<file path="src/hdl/pftb_pkg.sv">
`timescale 1ns / 1ps
package pftb_pkg;

    localparam int SLOT_W     = 16;
    localparam int TOKEN_W    = 19;
    localparam int TIME_W     = 32;
    localparam int ELAPSED_W  = 16;
    localparam int RATE_W     = 12;
    localparam int BURST_W    = 12;
    localparam int SCAP_W     = 13;
    localparam int STALE_W    = 16;
    localparam int IVAL_W     = 16;
    localparam int CFG_IDX_W  = 3;
    localparam int CFG_DATA_W = 16;
    localparam int SIXTIETHS  = 60;

    localparam logic [CFG_IDX_W-1:0] CFG_RATE     = 3'd0;
    localparam logic [CFG_IDX_W-1:0] CFG_BURST    = 3'd1;
    localparam logic [CFG_IDX_W-1:0] CFG_STRICT   = 3'd2;
    localparam logic [CFG_IDX_W-1:0] CFG_STALE    = 3'd3;
    localparam logic [CFG_IDX_W-1:0] CFG_INTERVAL = 3'd4;

    localparam logic [RATE_W-1:0]  RST_RATE     = 12'd60;
    localparam logic [BURST_W-1:0] RST_BURST    = 12'd20;
    localparam logic [SCAP_W-1:0]  RST_STRICT   = 13'd8;
    localparam logic [STALE_W-1:0] RST_STALE    = 16'd300;
    localparam logic [IVAL_W-1:0]  RST_INTERVAL = 16'd60;

    typedef struct packed {
        logic [9:0]        flow_index;
        logic [TIME_W-1:0] now_seconds;
        logic              strict;
    } t_in_word;

    typedef struct packed {
        logic               allowed;
        logic [TOKEN_W-1:0] tokens_left;
    } t_out_word;

    typedef struct packed {
        logic [RATE_W-1:0]  rate_per_minute;
        logic [BURST_W-1:0] burst_allowance;
        logic [SCAP_W-1:0]  strict_cap;
        logic [STALE_W-1:0] stale_seconds;
        logic [IVAL_W-1:0]  sweep_interval;
    } t_cfg;

    typedef struct packed {
        logic [SLOT_W-1:0] flow_slot;
        logic [TIME_W-1:0] now_seconds;
        logic              strict;
        logic [TIME_W-1:0] sweep_time;
    } t_task;

    typedef struct packed {
        logic               valid;
        logic [TOKEN_W-1:0] tokens;
        logic [TIME_W-1:0]  refill_time;
        logic [TIME_W-1:0]  seen_time;
    } t_entry;

endpackage

</file>
<file path="src/hdl/pftb_front.sv">
`timescale 1ns / 1ps
module pftb_front
    import pftb_pkg::*;
#(
    parameter int FLOW_ENTRIES = 1024
) (
    input  logic     i_clk,
    input  logic     i_rst_n,
    input  t_cfg     i_cfg,
    input  logic     i_busy,
    input  logic     i_push,
    input  t_in_word i_word,
    output logic     o_full,
    output logic     o_task_push,
    output t_task    o_task,
    input  logic     i_task_full
);

    logic [TIME_W-1:0] r_last_sweep;
    logic [TIME_W-1:0] n_last_sweep;
    logic              r_valid;
    t_in_word          r_item;
    logic [TIME_W-1:0] r_sweep_time;
    logic [SLOT_W-1:0] slot;
    logic [TIME_W:0]   since_sweep;
    logic              accept;

    assign o_full      = i_busy || (r_valid && i_task_full);
    assign accept      = i_push && !o_full;
    assign o_task_push = r_valid && !i_task_full;

    assign since_sweep = {1'b0, i_word.now_seconds} - {1'b0, r_last_sweep};

    always_comb begin
        n_last_sweep = r_last_sweep;
        if (!since_sweep[TIME_W] &&
            since_sweep[TIME_W-1:0] >= TIME_W'(i_cfg.sweep_interval)) begin
            n_last_sweep = i_word.now_seconds;
        end
    end

    generate
        if (FLOW_ENTRIES >= 1024) begin : g_direct
            assign slot = SLOT_W'(r_item.flow_index);
        end else begin : g_wrap
            localparam int RECIP = ((1 << 20) + FLOW_ENTRIES - 1) / FLOW_ENTRIES;
            logic [29:0] quot_prod;
            logic [9:0]  r_quot;
            logic [19:0] back_prod;
            logic [19:0] rem;

            assign quot_prod = 30'(i_word.flow_index) * 30'(RECIP);
            assign back_prod = 20'(r_quot) * 20'(FLOW_ENTRIES);
            assign rem       = 20'(r_item.flow_index) - back_prod;
            assign slot      = rem[SLOT_W-1:0];

            always_ff @(posedge i_clk) begin
                if (accept) begin
                    r_quot <= quot_prod[29:20];
                end
            end
        end
    endgenerate

    always_comb begin
        o_task.flow_slot   = slot;
        o_task.now_seconds = r_item.now_seconds;
        o_task.strict      = r_item.strict;
        o_task.sweep_time  = r_sweep_time;
    end

    always_ff @(posedge i_clk) begin
        if (accept) begin
            r_item       <= i_word;
            r_sweep_time <= n_last_sweep;
        end
    end

    always_ff @(posedge i_clk) begin
        if (!i_rst_n) begin
            r_valid      <= 1'b0;
            r_last_sweep <= '0;
        end else begin
            if (accept) begin
                r_valid      <= 1'b1;
                r_last_sweep <= n_last_sweep;
            end else if (o_task_push) begin
                r_valid <= 1'b0;
            end
        end
    end

endmodule

</file>
<file path="config.mk">
export PLATFORM = sky130hd
export DESIGN_NAME = pftb_front
export DESIGN_NICKNAME = d
export VERILOG_FILES = /design/src/hdl/pftb_pkg.sv /design/src/hdl/pftb_front.sv
export SDC_FILE = /design/constraint.sdc
export NUM_CORES = 1
export LEC_CHECK = 0
export BUFFER_PORTS_ARGS = -buffer_cell sky130_fd_sc_hd__buf_2
export CAP_MARGIN = 20
export CORE_MARGIN = 2
export CORE_UTILIZATION = 54
export CTS_BUF_LIST = sky130_fd_sc_hd__clkbuf_2
export CTS_CLUSTER_DIAMETER = 30
export DETAILED_ROUTE_END_ITERATION = 8
export PLACE_DENSITY = 0.84
export REMOVE_ABC_BUFFERS = 1
export SLEW_MARGIN = 20
export SYNTH_ARGS = -nofsm -noshare
export SYNTH_HDL_FRONTEND = slang
export SYNTH_SLANG_ARGS = --single-unit
</file>
<file path="constraint.sdc">
create_clock -name i_clk -period 7.1 [get_ports i_clk]
set_clock_uncertainty 0.2 [all_clocks]
set_input_delay 1.42 -clock i_clk [delete_from_list [all_inputs] [get_ports i_clk]]
set_output_delay 1.42 -clock i_clk [all_outputs]
set_load 0.02 [all_outputs]
</file>
==> metrics.txt <==
status finished clean; Total Routing Usage GR 23.8%; Routed Antenna Nets 0; Synth Warn # 0; share of layout cells above drive strength 1 26.5%; Gate Count Post-Synth 618; Vias/cell 5.48; final setup TNS 0 ns; final hold vios 0; Crit. End Element flip-flop; DRT Pass-1 Iters 4; RSZ-0062 raised after global routing false; register area share after synthesis 44.9%; main flop type after synthesis edfxtp_1; Crit path required time 7.30 ns; cts hold-fix bufs 0; CTS tree built; vias in the first global route 4880; delay-heaviest family, CP compound AO/OA/AOI/OAI gates; area share of the largest cell type after synthesis 34.7%; Worst path depth 19; GP Congestion 0.836; DRC 0; Yosys reg bits 108; Area contributors post-synth edfxtp_1 (35%), dfxtp_1 (10%), ha_1 (9.3%), mux2_4 (6.7%), nand2_1 (5.5%); CTS Buffer Depth 2; VDD IR max 0.0985 mV; pre-CTS WS 0.251 ns; # setup viols final 0; first-pass GRT wire length 24100 um; crit-path cells buf_2 > inv_1 > ha_1 > fa_1 > nand2b_1 > a21oi_1 > a31oi_2 > o31a_1 > xnor2_1 > ha_1 > a21oi_1 > o32ai_1 > a311oi_1 > o311ai_0 > a211o_1 > a311oi_1 > nand4_1 > o31a_4 > mux2_4; Resize count post-CTS 0; CP Launch Type input pin; routed vias 4941; Worst path slowest cell o31a_4; total core area 11900 um^2; num ports 200; Final WS setup 0.829 ns; max-cap violations 0; Initial DRC Count 270; maximum clock frequency 159 MHz; Root Buffer clkbuf_2; cell taking the most area after synthesis edfxtp_1; clock sink total 108; pin count of the biggest net entering global routing 66; async set or reset register ratio after synthesis 0%; CP Buf/Inv Count 2; H-tree Lvls 3; r2r endpoint r_sweep_time[20]$_DFFE_PP_; Die Span Y 114 um; reg-to-reg startpoint r_last_sweep[0]$_SDFFE_PN0P_; most frequent cell after synthesis nand2_1; Port-buffer cells 140; Post-synth top cells nand2_1 (95), edfxtp_1 (75), inv_1 (58); Netlist Area Pre-Place 6490 um^2; Final period util 88.3%; Final HPWL DP 11600 um; WL per Instance 16.9 um; Final Core Density 61.9%; starting density of the core 54.7%; LEAKAGE 3.14 nW; r2r worst-path depth 17; Worst EP arrival 6.47 ns; total power 1.44 mW; Reg clk slew, reported paths 0.30 ns; GRT overflow 0; P per Cell Area 197 nW/um^2; R2R setup slack 1.38 ns; Mean Syn Cell Area 10.5 um^2; row count 40; slowest cell delay on critical path 0.63 ns; Slew Viols, Final 0; crit path capture r_sweep_time[20]$_DFFE_PP_; WL final 15200 um; CTS buffer count 9; CP Class in2reg; Worst-Margin Slew 0.654 ns; Critical Path Start i_word[1]; Hold Crit Class reg2reg; antenna violations before repair 0; min cycle time layout 6.27 ns; die area 12900 um^2; Synth cell types 56; Area Growth Syn to Fin 13.1%; relative slew slack 56.4%; die width 114 um; Nets 915; Setup Buffers After CTS 0; latest clock arrival within the worst-skew pair 0.66 ns; number of synthesized flops with an enable pin 75; CP max FO 32
[per-layer routing]
layer	routed length [um]	vias to the layer above	global-route usage (%)
met4	243	0	8.21
li1	-	2461	-
met2	7360	121	41.0
met5	0	-	0
met1	7040	2343	31.1
met3	568	16	3.13
[state kept, by name (all words and copies together), names as in the netlist]
signal,count
r_valid,1
o_task,43
r_sweep_time,32
r_last_sweep,32
[tightest hold or removal path, stage by stage, from the launching register on]
cell and delay (ns):
dfxtp_1 0.39, nand2_1 0.05, mux2i_1 0.05
[power by group]
part / leakage, nW / internal [mW] / switching, mW
sequential: 0.975 / 0.712 / 0.0119
combinational: 2.09 / 0.170 / 0.245
clock: 0.0773 / 0.0872 / 0.217
[kinds of logic (layout without fill, tap and decap cells)]
logic type               after synthesis  count (layout)  synth area share (%)
multiplexers                          65              65                  12.3
AND/OR/NAND/NOR                      160             160                  10.7
flip-flops                           108             108                  44.9
buffers and inverters                 86             217                  6.54
adder cells (fa/ha/maj)               49              49                  9.56
AO/OA/AOI/OAI                        125             125                  12.7
XOR/XNOR                              24              24                  3.24
other                                  1               7                0.0578
[stage by stage]
step / cell area [um^2] / cells / hold WS, ns
floorplan: 6300 / 595 / 0.245
global placement: 7210 / 885 / 0.254
detailed placement: 7210 / 885 / 0.266
CTS: 7330 / 901 / 0.294
global route: 7340 / 901 / 0.306
finish: 7340 / 902 / 0.292
[cells in the final DEF, fill, tap and decap left out, drive strengths merged, types with 2 or more instances in the layout]
cell type,synthesis,final
a211o,2,2
a211oi,3,3
a21boi,3,3
a21o,7,7
a21oi,48,48
a311oi,2,2
a31oi,6,6
and2,3,3
buf,13,143
clkbuf,15,10
clkinv,0,2
conb,1,6
dfxtp,33,33
edfxtp,75,75
ha,48,48
inv,58,61
mux2,32,32
mux2i,33,33
nand2,95,95
nand2b,5,5
nand3,6,6
nand4,12,12
nor2,24,24
nor2b,5,5
nor3,6,6
o2111ai,5,5
o211ai,5,5
o21a,8,8
o21ai,19,19
o311ai,3,3
o31a,4,4
o41ai,2,2
xnor2,13,13
xor2,11,11
[final cells by class]
| type | count | area, um^2 |
|---|---|---|
| clock buffer | 10 | 50.0 |
| timing repair buffer | 143 | 726 |
| multi-input combinational | 429 | 3180 |
| antenna | 1 | 2.50 |
| clock inverter | 6 | 70.1 |
| fill | 990 | 4520 |
| sequential | 108 | 2910 |
| inverter | 58 | 218 |
| tap | 147 | 184 |
[how the worst min path moves through the flow]
stage | startpoint | endpoint | slack, ns | cells after the start
after floorplan | r_last_sweep[29]$_SDFFE_PN0P_ | r_last_sweep[29]$_SDFFE_PN0P_ | 0.25 | 2
after global placement | r_last_sweep[29]$_SDFFE_PN0P_ | r_last_sweep[29]$_SDFFE_PN0P_ | 0.25 | 2
after detailed placement | r_last_sweep[9]$_SDFFE_PN0P_ | r_last_sweep[9]$_SDFFE_PN0P_ | 0.27 | 2
after CTS | r_last_sweep[2]$_SDFFE_PN0P_ | r_last_sweep[2]$_SDFFE_PN0P_ | 0.29 | 2
after global routing | r_last_sweep[2]$_SDFFE_PN0P_ | r_last_sweep[2]$_SDFFE_PN0P_ | 0.31 | 2
final | r_last_sweep[2]$_SDFFE_PN0P_ | r_last_sweep[2]$_SDFFE_PN0P_ | 0.29 | 2
Power figures use the tool's default switching activity.
