<file path="config.mk">
export PLATFORM = sky130hd
export DESIGN_NAME = pftb_fifo
export DESIGN_NICKNAME = d
export VERILOG_FILES = /design/src/hdl/pftb_fifo.sv
export SDC_FILE = /design/constraint.sdc
export NUM_CORES = 1
export LEC_CHECK = 0
export BUFFER_PORTS_ARGS = -buffer_cell sky130_fd_sc_hd__buf_2
export CORE_UTILIZATION = 52
export CTS_CLUSTER_SIZE = 24
export DETAILED_ROUTE_END_ITERATION = 6
export PLACE_DENSITY = 0.89
export SYNTH_ARGS = -nofsm -noshare
export SYNTH_HDL_FRONTEND = slang
export SYNTH_SLANG_ARGS = --single-unit
</file>
<file path="constraint.sdc">
create_clock -name i_clk -period 3.1 [get_ports i_clk]
set_clock_uncertainty 0.15 [all_clocks]
set_input_delay 0 -clock i_clk [delete_from_list [all_inputs] [get_ports i_clk]]
set_output_delay 0 -clock i_clk [all_outputs]
set_load 0.005 [all_outputs]
</file>
<file path="src/hdl/pftb_fifo.sv">
`timescale 1ns / 1ps
module pftb_fifo #(
    parameter int W = 8
) (
    input  logic         i_clk,
    input  logic         i_rst_n,
    input  logic         i_push,
    input  logic [W-1:0] i_data,
    output logic         o_full,
    input  logic         i_pop,
    output logic [W-1:0] o_data,
    output logic         o_empty
);

    logic [W-1:0] r_mem [2];
    logic         r_wr_ptr;
    logic         r_rd_ptr;
    logic [1:0]   r_count;
    logic         wr_en;
    logic         rd_en;

    assign o_full  = (r_count == 2'd2);
    assign o_empty = (r_count == 2'd0);
    assign wr_en   = i_push && !o_full;
    assign rd_en   = i_pop && !o_empty;
    assign o_data  = r_mem[r_rd_ptr];

    always_ff @(posedge i_clk) begin
        if (wr_en) begin
            r_mem[r_wr_ptr] <= i_data;
        end
    end

    always_ff @(posedge i_clk) begin
        if (!i_rst_n) begin
            r_wr_ptr <= 1'b0;
            r_rd_ptr <= 1'b0;
            r_count  <= 2'd0;
        end else begin
            if (wr_en) begin
                r_wr_ptr <= ~r_wr_ptr;
            end
            if (rd_en) begin
                r_rd_ptr <= ~r_rd_ptr;
            end
            case ({wr_en, rd_en})
                2'b10:   r_count <= r_count + 2'd1;
                2'b01:   r_count <= r_count - 2'd1;
                default: r_count <= r_count;
            endcase
        end
    end

endmodule

</file>
==> out/qor.yml, run 1 <==
detailed_routing:
  dr.pass1.iters: 4
  routed_wl_um: 1523
  wire_per_inst_um: 14.79
  drcViolationCount: 0
  via_count: 528
  vias_per_cell: 5.126
  ant_nets: 0
  drtIter0Drc: 2
power:
  max-vdd-ir-drop_v: 0.0005039
  p_per_area_mw_per_mm2: 730.0
  share_comb_of_total_power: 0.315
  p_int_w: 0.0005510
  switching_share: 0.2936
  leakage_nw: 0.4405
  power.switching_w: 0.0002290
  pwr-share-seq: 0.520
  clkPwrFrac: 0.165
floorplan:
  die_h_um: 41.27
  design.die.area_mm2: 0.001703
  fp.dieW_um: 41.27
  io-pin-count: 22
  core_area_mm2: 0.001366
  start_util: 0.5870
  num_rows: 13
clocking:
  cts_tree: "yes"
  cts-root-buf: "clkbuf_4"
  clkSlewWorstSetupHoldPaths_ps: 110
  clockBufferDepth: 2
  numCtsBuffers: 3
  h-tree-depth: 1
  cts.sinks: 21
  cts_setup_buffers: 0
  clk_latency_ps: 290
sta:
  fin_setup_tns_ps: 0
  finalCritPeriodShare: 0.5787
  maxSlewViolCount: 0
  setup_violations: 0
  relSlewSlack: 0.7422
  rsz0062_at_grt: "no"
  worstMarginPinSlew_ps: 386.6
  fin_crit_ps: 1794
  hold_violations: 0
  max_freq_mhz: 557.5
critical_path:
  crit_arrival_ps: 1870
  path_cells: "nand2b_2 -> nand2_1 -> ha_1 -> or3_1 -> a21oi_1"
  cp-end-kind: "flip-flop"
  crit_slowest_cell: "dfxtp_1"
  cp_max_fo: 5
  crit_family: "simple AND/OR/NAND/NOR gates"
  critPathKind: "flip-flop to flip-flop"
  start_kind: "flip-flop"
  worstPathRequired_ps: 3170
  path_buf_inv: 0
  cpPeakStageDelay_ps: 440
global_route:
  grt_pass1_vias: 491
  grt_overflow: 0
  grt_use_total: 0.2078
  grt_pass1_wl_um: 2118
  grt_max_degree: 12
  antenna_found_initial: 0
placed_design:
  dp_hpwl_um: 918.4
  io_buffers: 21
  place_congestion: 0.6659
  post_dp_cell_area_um2: 922.1
logic_synthesis:
  avgSynthCellArea_um2: 15.42
  ys_seq_elements: 21
  synth.distinct_cells: 17
  syn-num-nets: 65
  synthCells: 52
  yosys_warnings: 0
  yosysSeqAreaShare: 0.7239
  netlist_area_um2: 802.0
hold_path:
  hp-class: "input pin to flip-flop"
final_layout:
  final_layout_size_suffix_gt1_frac: 0.3864
  fin_area_mm2: 0.001069
  antennaDiodeCount: 0
  area_growth_pct: 33.23
  layout.nets: 102
run:
  cap_violations: 0
outcome:
  outcome: "complete, no violations"
[registers in the layout, summed over array words and instances (netlist names), named ones only]
| name | flops |
|---|---|
| r_rd_ptr | 1 |
| r_wr_ptr | 1 |
| r_count | 2 |
| r_mem | 16 |
[kinds of logic after synthesis]
| group | after synthesis | share of synthesized area |
|---|---|---|
| buf+inv | 5 | 0.02339 |
| fa+ha+maj | 1 | 0.01560 |
| compound gates | 5 | 0.03433 |
| xor+xnor | 3 | 0.03277 |
| mux | 8 | 0.1123 |
| simple gates | 9 | 0.05772 |
| flops | 21 | 0.7239 |
[routing by layer]
layer | part of all wire | vias up | track usage
met5 | 0 | - | 0
met4 | 0.018 | 0 | 0.1129
met3 | 0.039 | 4 | 0.05978
met2 | 0.49 | 16 | 0.3438
met1 | 0.45 | 249 | 0.2403
li1 | - | 259 | -
[cells in the mapped netlist]
cell / count / area [um^2]
a21oi_1: 2 / 10.01
and3_1: 1 / 6.260
clkbuf_1: 1 / 3.750
dfxtp_1: 5 / 100.1
edfxtp_1: 16 / 480.5
ha_1: 1 / 12.51
inv_1: 3 / 11.26
inv_2: 1 / 3.750
mux2_2: 8 / 90.09
nand2_1: 1 / 3.750
nand2b_2: 1 / 8.760
nor2_1: 4 / 15.01
o21a_1: 1 / 7.510
o21ai_0: 2 / 10.01
or3_1: 2 / 12.51
xnor2_1: 2 / 17.52
xor2_1: 1 / 8.760
[final timing paths]
path | start | endpoint | slack (ps) | cells after the start
setup reg to reg | r_count[0] | r_count[1] | 1310 | 5
hold reg to reg | r_wr_ptr | r_wr_ptr | 370 | 2
setup / recovery | r_count[0] | r_count[1] | 1310 | 5
hold / removal | i_data[5] | r_mem[1][5] | 280 | 2
[final cells by class]
cell class | count | area (um^2)
repair buffers | 33 | 225.2
fillers | 91 | 297.8
flip-flops and latches | 21 | 580.6
well taps | 15 | 18.77
multi-input cells | 26 | 202.7
inverters | 4 | 15.01
clock buffers | 4 | 26.28
[metrics by stage]
step | power [W] | worst slack, ps | cells | hold WS [ps] | utilization
3_5_place_dp | 0.0006301 | 1411 | 87 | 43.95 | 0.6749
6_report | 0.0007800 | 1306 | 103 | 275.4 | 0.7821
4_1_cts | 0.0007707 | 1391 | 103 | 274.0 | 0.7821
2_1_floorplan | 0.0005504 | 1516 | 52 | -51.13 | -
5_1_grt | 0.0008284 | 1265 | 103 | 277.8 | 0.7821
3_3_place_gp | 0.0006201 | 1461 | 87 | 39.99 | 0.6749
[worst reg2reg max path, cell delays in order, from the launching register on]
cell,delay [ps]
dfxtp_1,440
nand2b_2,180
nand2_1,60
ha_1,320
or3_1,390
a21oi_1,180
[cell usage in the layout (no fill, tap or decap), types with 2 or more instances in the layout]
master and instances:
edfxtp_1 16, buf_2 21, o21ai_0 2, nor2_1 4, dfxtp_1 5, or3_1 2
mux2_2 8, dlygate4sd3_1 12, clkbuf_4 3, inv_1 3, xnor2_1 2, a21oi_1 2
[power by group through the flow]
stage          Clock, W  Combinational, W  Sequential [W]
2_1_floorplan         0          0.000161        0.000389
3_3_place_gp          0          0.000213        0.000407
3_5_place_dp          0          0.000220        0.000410
4_1_cts        0.000127          0.000239        0.000405
5_1_grt        0.000139          0.000276        0.000413
6_report       0.000129          0.000246        0.000406
[what timing repair did]
item / CTS / global route
gates resized for setup: 0 / 0
hold buffers: 12 / 0
hold endpoints to repair: 21 / 0
No activity file was read; power rests on OpenSTA's default activity.
==> inputs of run 2 (changes only) <==
--- a/config.mk
+++ b/config.mk
@@ -5,11 +5,12 @@
 export SDC_FILE = /design/constraint.sdc
 export NUM_CORES = 1
 export LEC_CHECK = 0
+export ABC_AREA = 1
 export BUFFER_PORTS_ARGS = -buffer_cell sky130_fd_sc_hd__buf_2
-export CORE_UTILIZATION = 52
+export CORE_UTILIZATION = 49
 export CTS_CLUSTER_SIZE = 24
 export DETAILED_ROUTE_END_ITERATION = 6
-export PLACE_DENSITY = 0.89
+export PLACE_DENSITY = 0.85
 export SYNTH_ARGS = -nofsm -noshare
 export SYNTH_HDL_FRONTEND = slang
 export SYNTH_SLANG_ARGS = --single-unit
==> constraint.sdc (replaced) <==
create_clock -name i_clk -period 1.8 [get_ports i_clk]
set_clock_uncertainty 0.15 [all_clocks]
set_input_delay 0 -clock i_clk [delete_from_list [all_inputs] [get_ports i_clk]]
set_output_delay 0 -clock i_clk [all_outputs]
set_load 0.005 [all_outputs]
==> run 2 against run 1 <==
- via count is 6.4% higher
- non-clock buffer count rose by 1
- wire length fell by 16%
- sequential share of layout area fell by 2.2 points
- clock power rose by 62%
- utilization decreased by 6.8 points
- critical path type unchanged
==> out/qor.yml, run 2 <==
clocking:
  clk_latency_ps: 280  # about the same
  numCtsBuffers: 3  # unchanged
  clkSlewWorstSetupHoldPaths_ps: 110  # about the same
  cts_tree: "yes"
  h-tree-depth: 1  # unchanged
  ctsResizeCount: 0  # unchanged
  clockBufferDepth: 2  # unchanged
  cts-root-buf: "clkbuf_4"
  cts.sinks: 21  # unchanged
sta:
  max_freq_mhz: 624.0  # +12%
  setup_violations: 0  # unchanged
  worstMarginPinSlew_ps: 342.6  # -43.99 ps
  hold_violations: 0  # unchanged
  fin_setup_tns_ps: 0  # unchanged
  relSlewSlack: 0.7713  # +0.02902
  rsz0062_at_grt: "no"
  maxSlewViolCount: 0  # unchanged
  finalCritPeriodShare: 0.8903  # +0.3116
  fin_crit_ps: 1602  # -191.4 ps
  hold_ws_ps: 286.0  # +10.62 ps
critical_path:
  worstPathRequired_ps: 1840  # -1330 ps
  cpPeakStageDelay_ps: 540  # +100 ps
  r2r_slack_ps: 200  # -1110 ps
  cp-end-kind: "flip-flop"
  start_kind: "flip-flop"
  path_buf_inv: 1  # +1
  r2r-end: "r_wr_ptr"
  path_cells: "nor2_2 -> nor2_2 -> nand2_1 -> nand2_1 -> dlygate4sd3_1 -> nor2_1"
  critPathKind: "flip-flop to flip-flop"
  rr_startpoint: "r_count[0]"
  cp_max_fo: 6  # +1
  worst-r2r-cell-count: 6  # +1
  crit_slowest_cell: "dlygate4sd3_1"
  crit_family: "buffers and inverters"
  crit_arrival_ps: 1650  # -220 ps
final_layout:
  largest_register: "r_mem"
  final_layout_size_suffix_gt1_frac: 0.3922  # +0.005793
  post-route-util: 0.7143  # -0.06777
  largest_registers: "r_mem: 16 flops, r_count: 2 flops"
  antennaDiodeCount: 0  # unchanged
  layout_common_cells: "buf_2 (21), edfxtp_1 (16), dlygate4sd3_1 (12)"
  area_growth_pct: 32.64
  fin_cells: 118  # +15%
  final_common_cell: "buf_2"
  layout.nets: 116  # +14%
  largest_reg_flops: 16  # unchanged
run:
  cap_violations: 0  # unchanged
hold_path:
  min_to: "r_mem[1][3]"
  hold_start: "i_data[3]"
  hp-class: "input pin to flip-flop"
  hold_depth: 2  # unchanged
placed_design:
  place_congestion: 0.6744  # +1.3%
  dp_hpwl_um: 843.1  # -8.2%
  io_buffers: 21  # unchanged
  dp_cells: 102  # +17%
power:
  leakage_nw: 0.4770  # +8.3%
  max-vdd-ir-drop_v: 0.0006201  # +23%
  power_w: 0.001156  # +48%
  p_per_area_mw_per_mm2: 1038  # +42%
outcome:
  outcome: "complete, no violations"
floorplan:
  design.die.area_mm2: 0.001883  # +11%
  die_h_um: 43.39  # +5.1%
  num_rows: 14  # +1
  fp.dieW_um: 43.39  # +5.1%
  io-pin-count: 22  # unchanged
  core_area_mm2: 0.001559  # +14%
  start_util: 0.5385  # -0.04847
logic_synthesis:
  async_flop_share: 0  # unchanged
  synth-simple-area-share: 0.1282  # +0.07044
  synthCells: 65  # +25%
  synth_edf_count: 16  # unchanged
  synthMuxAreaShare: 0.1073  # -0.005022
  synth-xor-area-share: 0  # -0.03276
  synth_most_common_cell: "edfxtp_1"
  avgSynthCellArea_um2: 12.92  # -16%
  synth_commonest_cells: "edfxtp_1 (16), nor2_1 (9), mux2_2 (8)"
  yosysTopAreaCellShare: 0.5723  # -0.02678
  synth_area_leader_cell: "edfxtp_1"
  yosys_warnings: 0  # unchanged
  synth_fa_ha_area_frac: 0.01490  # -0.0006975
  yosysSeqAreaShare: 0.6915  # -0.03236
  synth-compound-area-share: 0.01192  # -0.02240
  synth.distinct_cells: 16  # -1
  netlist_area_um2: 839.6  # +4.7%
  synth_top_family_by_area: "simple AND/OR/NAND/NOR gates"
  synthTopCellsByArea: "edfxtp_1 (57%), dfxtp_1 (12%), mux2_2 (11%)"
  synth_ff_type: "edfxtp_1"
  syn-num-nets: 78  # +20%
  ys_seq_elements: 21  # unchanged
global_route:
  grt_pass1_wl_um: 1994  # -5.9%
  antenna_found_initial: 0  # unchanged
  grt_pass1_vias: 537  # +9.4%
  grt_use_total: 0.1492  # -0.05857
  grt_overflow: 0  # unchanged
  grt_max_degree: 12  # unchanged
detailed_routing:
  via_count: 562  # +6.4%
  drtIter0Drc: 11  # +9
  drcViolationCount: 0  # unchanged
  wire_per_inst_um: 10.79  # -27%
  vias_per_cell: 4.763  # -7.1%
  routed_wl_um: 1273  # -16%
  dr.pass1.iters: 3  # -1
  ant_nets: 0  # unchanged
[run 2: timing repair]
action / 4_1_cts / 5_1_grt
setup endpoints to repair: 0 / 0
hold endpoints to repair: 21 / 0
hold buffers: 12 / 0
buffers inserted: 0 / 0
[run 2: power breakdown]
group	leakage (nW)	switching, W	internal, W	total, W
Combinational	0.271	0.000153	0.000157	0.000310
Clock	0.0150	0.000123	0.0000859	0.000209
Sequential	0.191	0.0000438	0.000594	0.000637
[run 2: worst max path at each step]
stage | slack, ps | cells after the start | to | start
final | 200 | 6 | r_wr_ptr | r_count[0]
after global routing | 30 | 9 | r_count[1] | r_count[0]
after CTS | 210 | 6 | r_wr_ptr | r_count[0]
after detailed placement | 240 | 9 | r_count[1] | r_count[0]
after global placement | 330 | 9 | r_count[1] | r_count[0]
after floorplan | 270 | 4 | r_mem[0][0] | r_count[0]
[run 2: routing by layer]
| layer | vias to the layer above | part of all wire | global-route usage |
|---|---|---|---|
| li1 | 291 | - | - |
| met1 | 253 | 0.43 | 0.1412 |
| met2 | 16 | 0.52 | 0.3061 |
| met3 | 2 | 0.044 | 0.04167 |
| met4 | 0 | 0.0031 | 0.03750 |
| met5 | - | 0 | 0 |
[run 2: through the flow]
| stage | area, um^2 | setup WS [ps] |
|---|---|---|
| floorplan | 839.6 | 267.2 |
| global placement | 967.2 | 326.9 |
| detailed placement | 967.2 | 236.6 |
| CTS | 1114 | 209.6 |
| global route | 1114 | 34.99 |
| finish | 1114 | 197.5 |
[run 2: area by class of cell]
cell class	instances	area (um^2)
clock buffer	4	26.28
fill	118	445.4
inverter	9	33.78
multi-input combinational	34	220.2
sequential	21	580.6
tap	16	20.02
timing repair buffer	34	232.7
[run 2: kinds of logic (layout without fill, tap and decap cells)]
kind of cell,count (synthesis),in the layout
AO/OA/AOI/OAI,2,2
adder cells (fa/ha/maj),1,1
buffers and inverters,10,47
flip-flops,21,21
multiplexers,8,8
AND/OR/NAND/NOR,23,23
==> inputs of run 3 (changes only) <==
--- a/config.mk
+++ b/config.mk
@@ -7,10 +7,11 @@
 export LEC_CHECK = 0
 export ABC_AREA = 1
 export BUFFER_PORTS_ARGS = -buffer_cell sky130_fd_sc_hd__buf_2
-export CORE_UTILIZATION = 49
+export CORE_ASPECT_RATIO = 0.7
+export CORE_UTILIZATION = 30
 export CTS_CLUSTER_SIZE = 24
 export DETAILED_ROUTE_END_ITERATION = 6
-export PLACE_DENSITY = 0.85
+export PLACE_DENSITY = 0.6
 export SYNTH_ARGS = -nofsm -noshare
 export SYNTH_HDL_FRONTEND = slang
 export SYNTH_SLANG_ARGS = --single-unit
==> constraint.sdc (replaced) <==
create_clock -name i_clk -period 1.63 [get_ports i_clk]
set_clock_uncertainty 0.15 [all_clocks]
set_input_delay 0 -clock i_clk [delete_from_list [all_inputs] [get_ports i_clk]]
set_output_delay 0 -clock i_clk [all_outputs]
set_load 0.005 [all_outputs]
==> run 3 against run 2 <==
- sequential share of layout area decreased by 1.3 points
- first-iteration DRC count rose by 73%
- power is 20% higher
- critical path type is now flip-flop to output pin
- global-route usage decreased by 3.5 points
- register-to-register slack worse by 20 ps
- clock-buffer cell count is 1 lower
- sequential power is 12% higher
- highest routed layer is now met3
- final area up 3.3%
- non-clock buffer count shrank 1
==> out/qor.yml, run 3 (synthesis gave the netlist of run 2 again) <==
floorplan:
  io-pin-count: 22  # unchanged
  num_rows: 15  # +1
  die_h_um: 46.26  # +6.6%
  fp.dieW_um: 65.23  # +50%
  core_area_mm2: 0.002552  # +64%
  start_util: 0.3289  # -0.2096
  design.die.area_mm2: 0.003018  # +60%
clocking:
  cts_tree: "yes"
  cts-root-buf: "clkbuf_8"
  h-tree-depth: 1  # unchanged
  numCtsBuffers: 3  # unchanged
  clockBufferDepth: 2  # unchanged
  clkSlewWorstSetupHoldPaths_ps: 70  # -40 ps
  clk_latency_ps: 250  # -30 ps
  cts.sinks: 21  # unchanged
  cts_setup_buffers: 0  # unchanged
detailed_routing:
  drtIter0Drc: 19  # +8
  wl_met3_um: 91  # +63%
  wire_per_inst_um: 10.60  # -1.7%
  via_count: 581  # +3.4%
  drcViolationCount: 0  # unchanged
  wl_met2_um: 676  # +2.0%
  maxUsedRoutingLayer: "met3"
  vias_per_cell: 4.304  # -9.6%
  routed_wl_um: 1431  # +12%
  wl_met1_um: 663  # +21%
  ant_nets: 0  # unchanged
  dr.pass1.iters: 6  # +3
hold_path:
  hp-class: "input pin to flip-flop"
  hold_depth: 2  # unchanged
  hold_start: "i_data[4]"
  min_to: "r_mem[1][4]"
critical_path:
  r2r_slack_ps: 180  # -20 ps
  worstPathRequired_ps: 1480  # -360 ps
  rr_startpoint: "r_count[1]"
  cp-end-kind: "output pin"
  critPathKind: "flip-flop to output pin"
  start_kind: "flip-flop"
  worst-r2r-cell-count: 10  # +4
  crit_arrival_ps: 1320  # -330 ps
  cp_max_fo: 8  # +2
  r2r-end: "r_count[1]"
sta:
  worstMarginPinSlew_ps: 384.1  # +41.48 ps
  setup_violations: 0  # unchanged
  fin_crit_ps: 1471
  maxSlewViolCount: 0  # unchanged
  relSlewSlack: 0.7436  # -0.02769
  rsz0062_at_grt: "no"
  hold_violations: 0  # unchanged
  max_freq_mhz: 679.9
  finalCritPeriodShare: 0.9023
  fin_setup_tns_ps: 0  # unchanged
final_layout:
  largest_register: "r_mem"
  layout.nets: 115  # -0.86%
  area_growth_pct: 36.96
  largest_registers: "r_mem: 16 flops, r_count: 2 flops"
  layout_common_cells: "buf_2 (21), edfxtp_1 (16), dlygate4sd3_1 (11)"
  largest_reg_flops: 16  # unchanged
  final_common_cell: "buf_2"
  final_layout_size_suffix_gt1_frac: 0.4455  # +0.05339
  post-route-util: 0.4505  # -0.2638
  fillers: 240  # +100%
  antennaDiodeCount: 0  # unchanged
global_route:
  antenna_found_initial: 0  # unchanged
  grt_pass1_wl_um: 2470  # +24%
  grt_overflow: 0  # unchanged
  grt_pass1_vias: 598  # +11%
  grt_max_degree: 13  # +1
  grt_use_total: 0.1140  # -0.03521
placed_design:
  place_congestion: 0.7278  # +7.9%
  io_buffers: 21  # unchanged
  dp_hpwl_um: 1032  # +22%
power:
  p_per_area_mw_per_mm2: 1204  # +16%
  max-vdd-ir-drop_v: 0.0005062  # -18%
  leakage_nw: 0.4831  # +1.3%
outcome:
  outcome: "complete, no violations"
run:
  cap_violations: 0  # unchanged
## run 3: through the flow
stage | setup slack, ps | hold slack (ps) | total power [W] | cells | area [um^2]
finish | 159.3 | 323.9 | 0.001384 | 135 | 1150
CTS | 80.42 | 317.7 | 0.001389 | 135 | 1146
detailed placement | 98.14 | 45.03 | 0.001046 | 120 | 989.7
floorplan | 97.21 | -51.13 | 0.0009243 | 65 | 839.6
global placement | 113.4 | 39.07 | 0.001031 | 120 | 989.7
global route | 9.755 | 320.8 | 0.001490 | 135 | 1150
## run 3: layout make-up
| type | instances | area, um^2 | area share |
|---|---|---|---|
| clock inverter | 1 | 5.005 | 0.004353 |
| sequential | 21 | 584.3 | 0.5082 |
| clock buffer | 3 | 41.29 | 0.03591 |
| timing repair buffer | 33 | 222.7 | 0.1937 |
| inverter | 9 | 33.78 | 0.02938 |
| tap | 34 | 42.54 | 0.03700 |
| multi-input combinational | 34 | 220.2 | 0.1915 |
## run 3: critical path, stage by stage (launching register included)
cell and delay, ps:
dfxtp_1 550, mux2_2 390, buf_2 130
## run 3: where the power goes
| group | switching (W) | leakage (nW) | total (W) | internal, W |
|---|---|---|---|---|
| sequential | 0.0000540 | 0.192 | 0.000715 | 0.000661 |
| clock | 0.000151 | 0.0255 | 0.000321 | 0.000170 |
| combinational | 0.000175 | 0.266 | 0.000348 | 0.000173 |
## run 3: worst max-delay path by stage
stage | startpoint | endpoint
3_5_place_dp | r_count[0] | r_count[1]
2_1_floorplan | r_count[0] | r_mem[0][0]
4_1_cts | r_count[0] | r_count[1]
6_report | flip-flop | o_data[5]
5_1_grt | r_count[1] | r_count[1]
3_3_place_gp | r_count[0] | r_count[1]
## run 3: layer usage
metal / up-vias / global-route usage
met5: - / 0
met3: 0 / 0.05198
met4: 0 / 0.01304
met2: 15 / 0.2021
li1: 289 / -
met1: 277 / 0.1325
## run 3: what timing repair did
item	CTS	global route
hold buffers	11	0
gates resized for setup	0	5
endpoints found under the hold margin	21	0
setup endpoints to repair	0	2
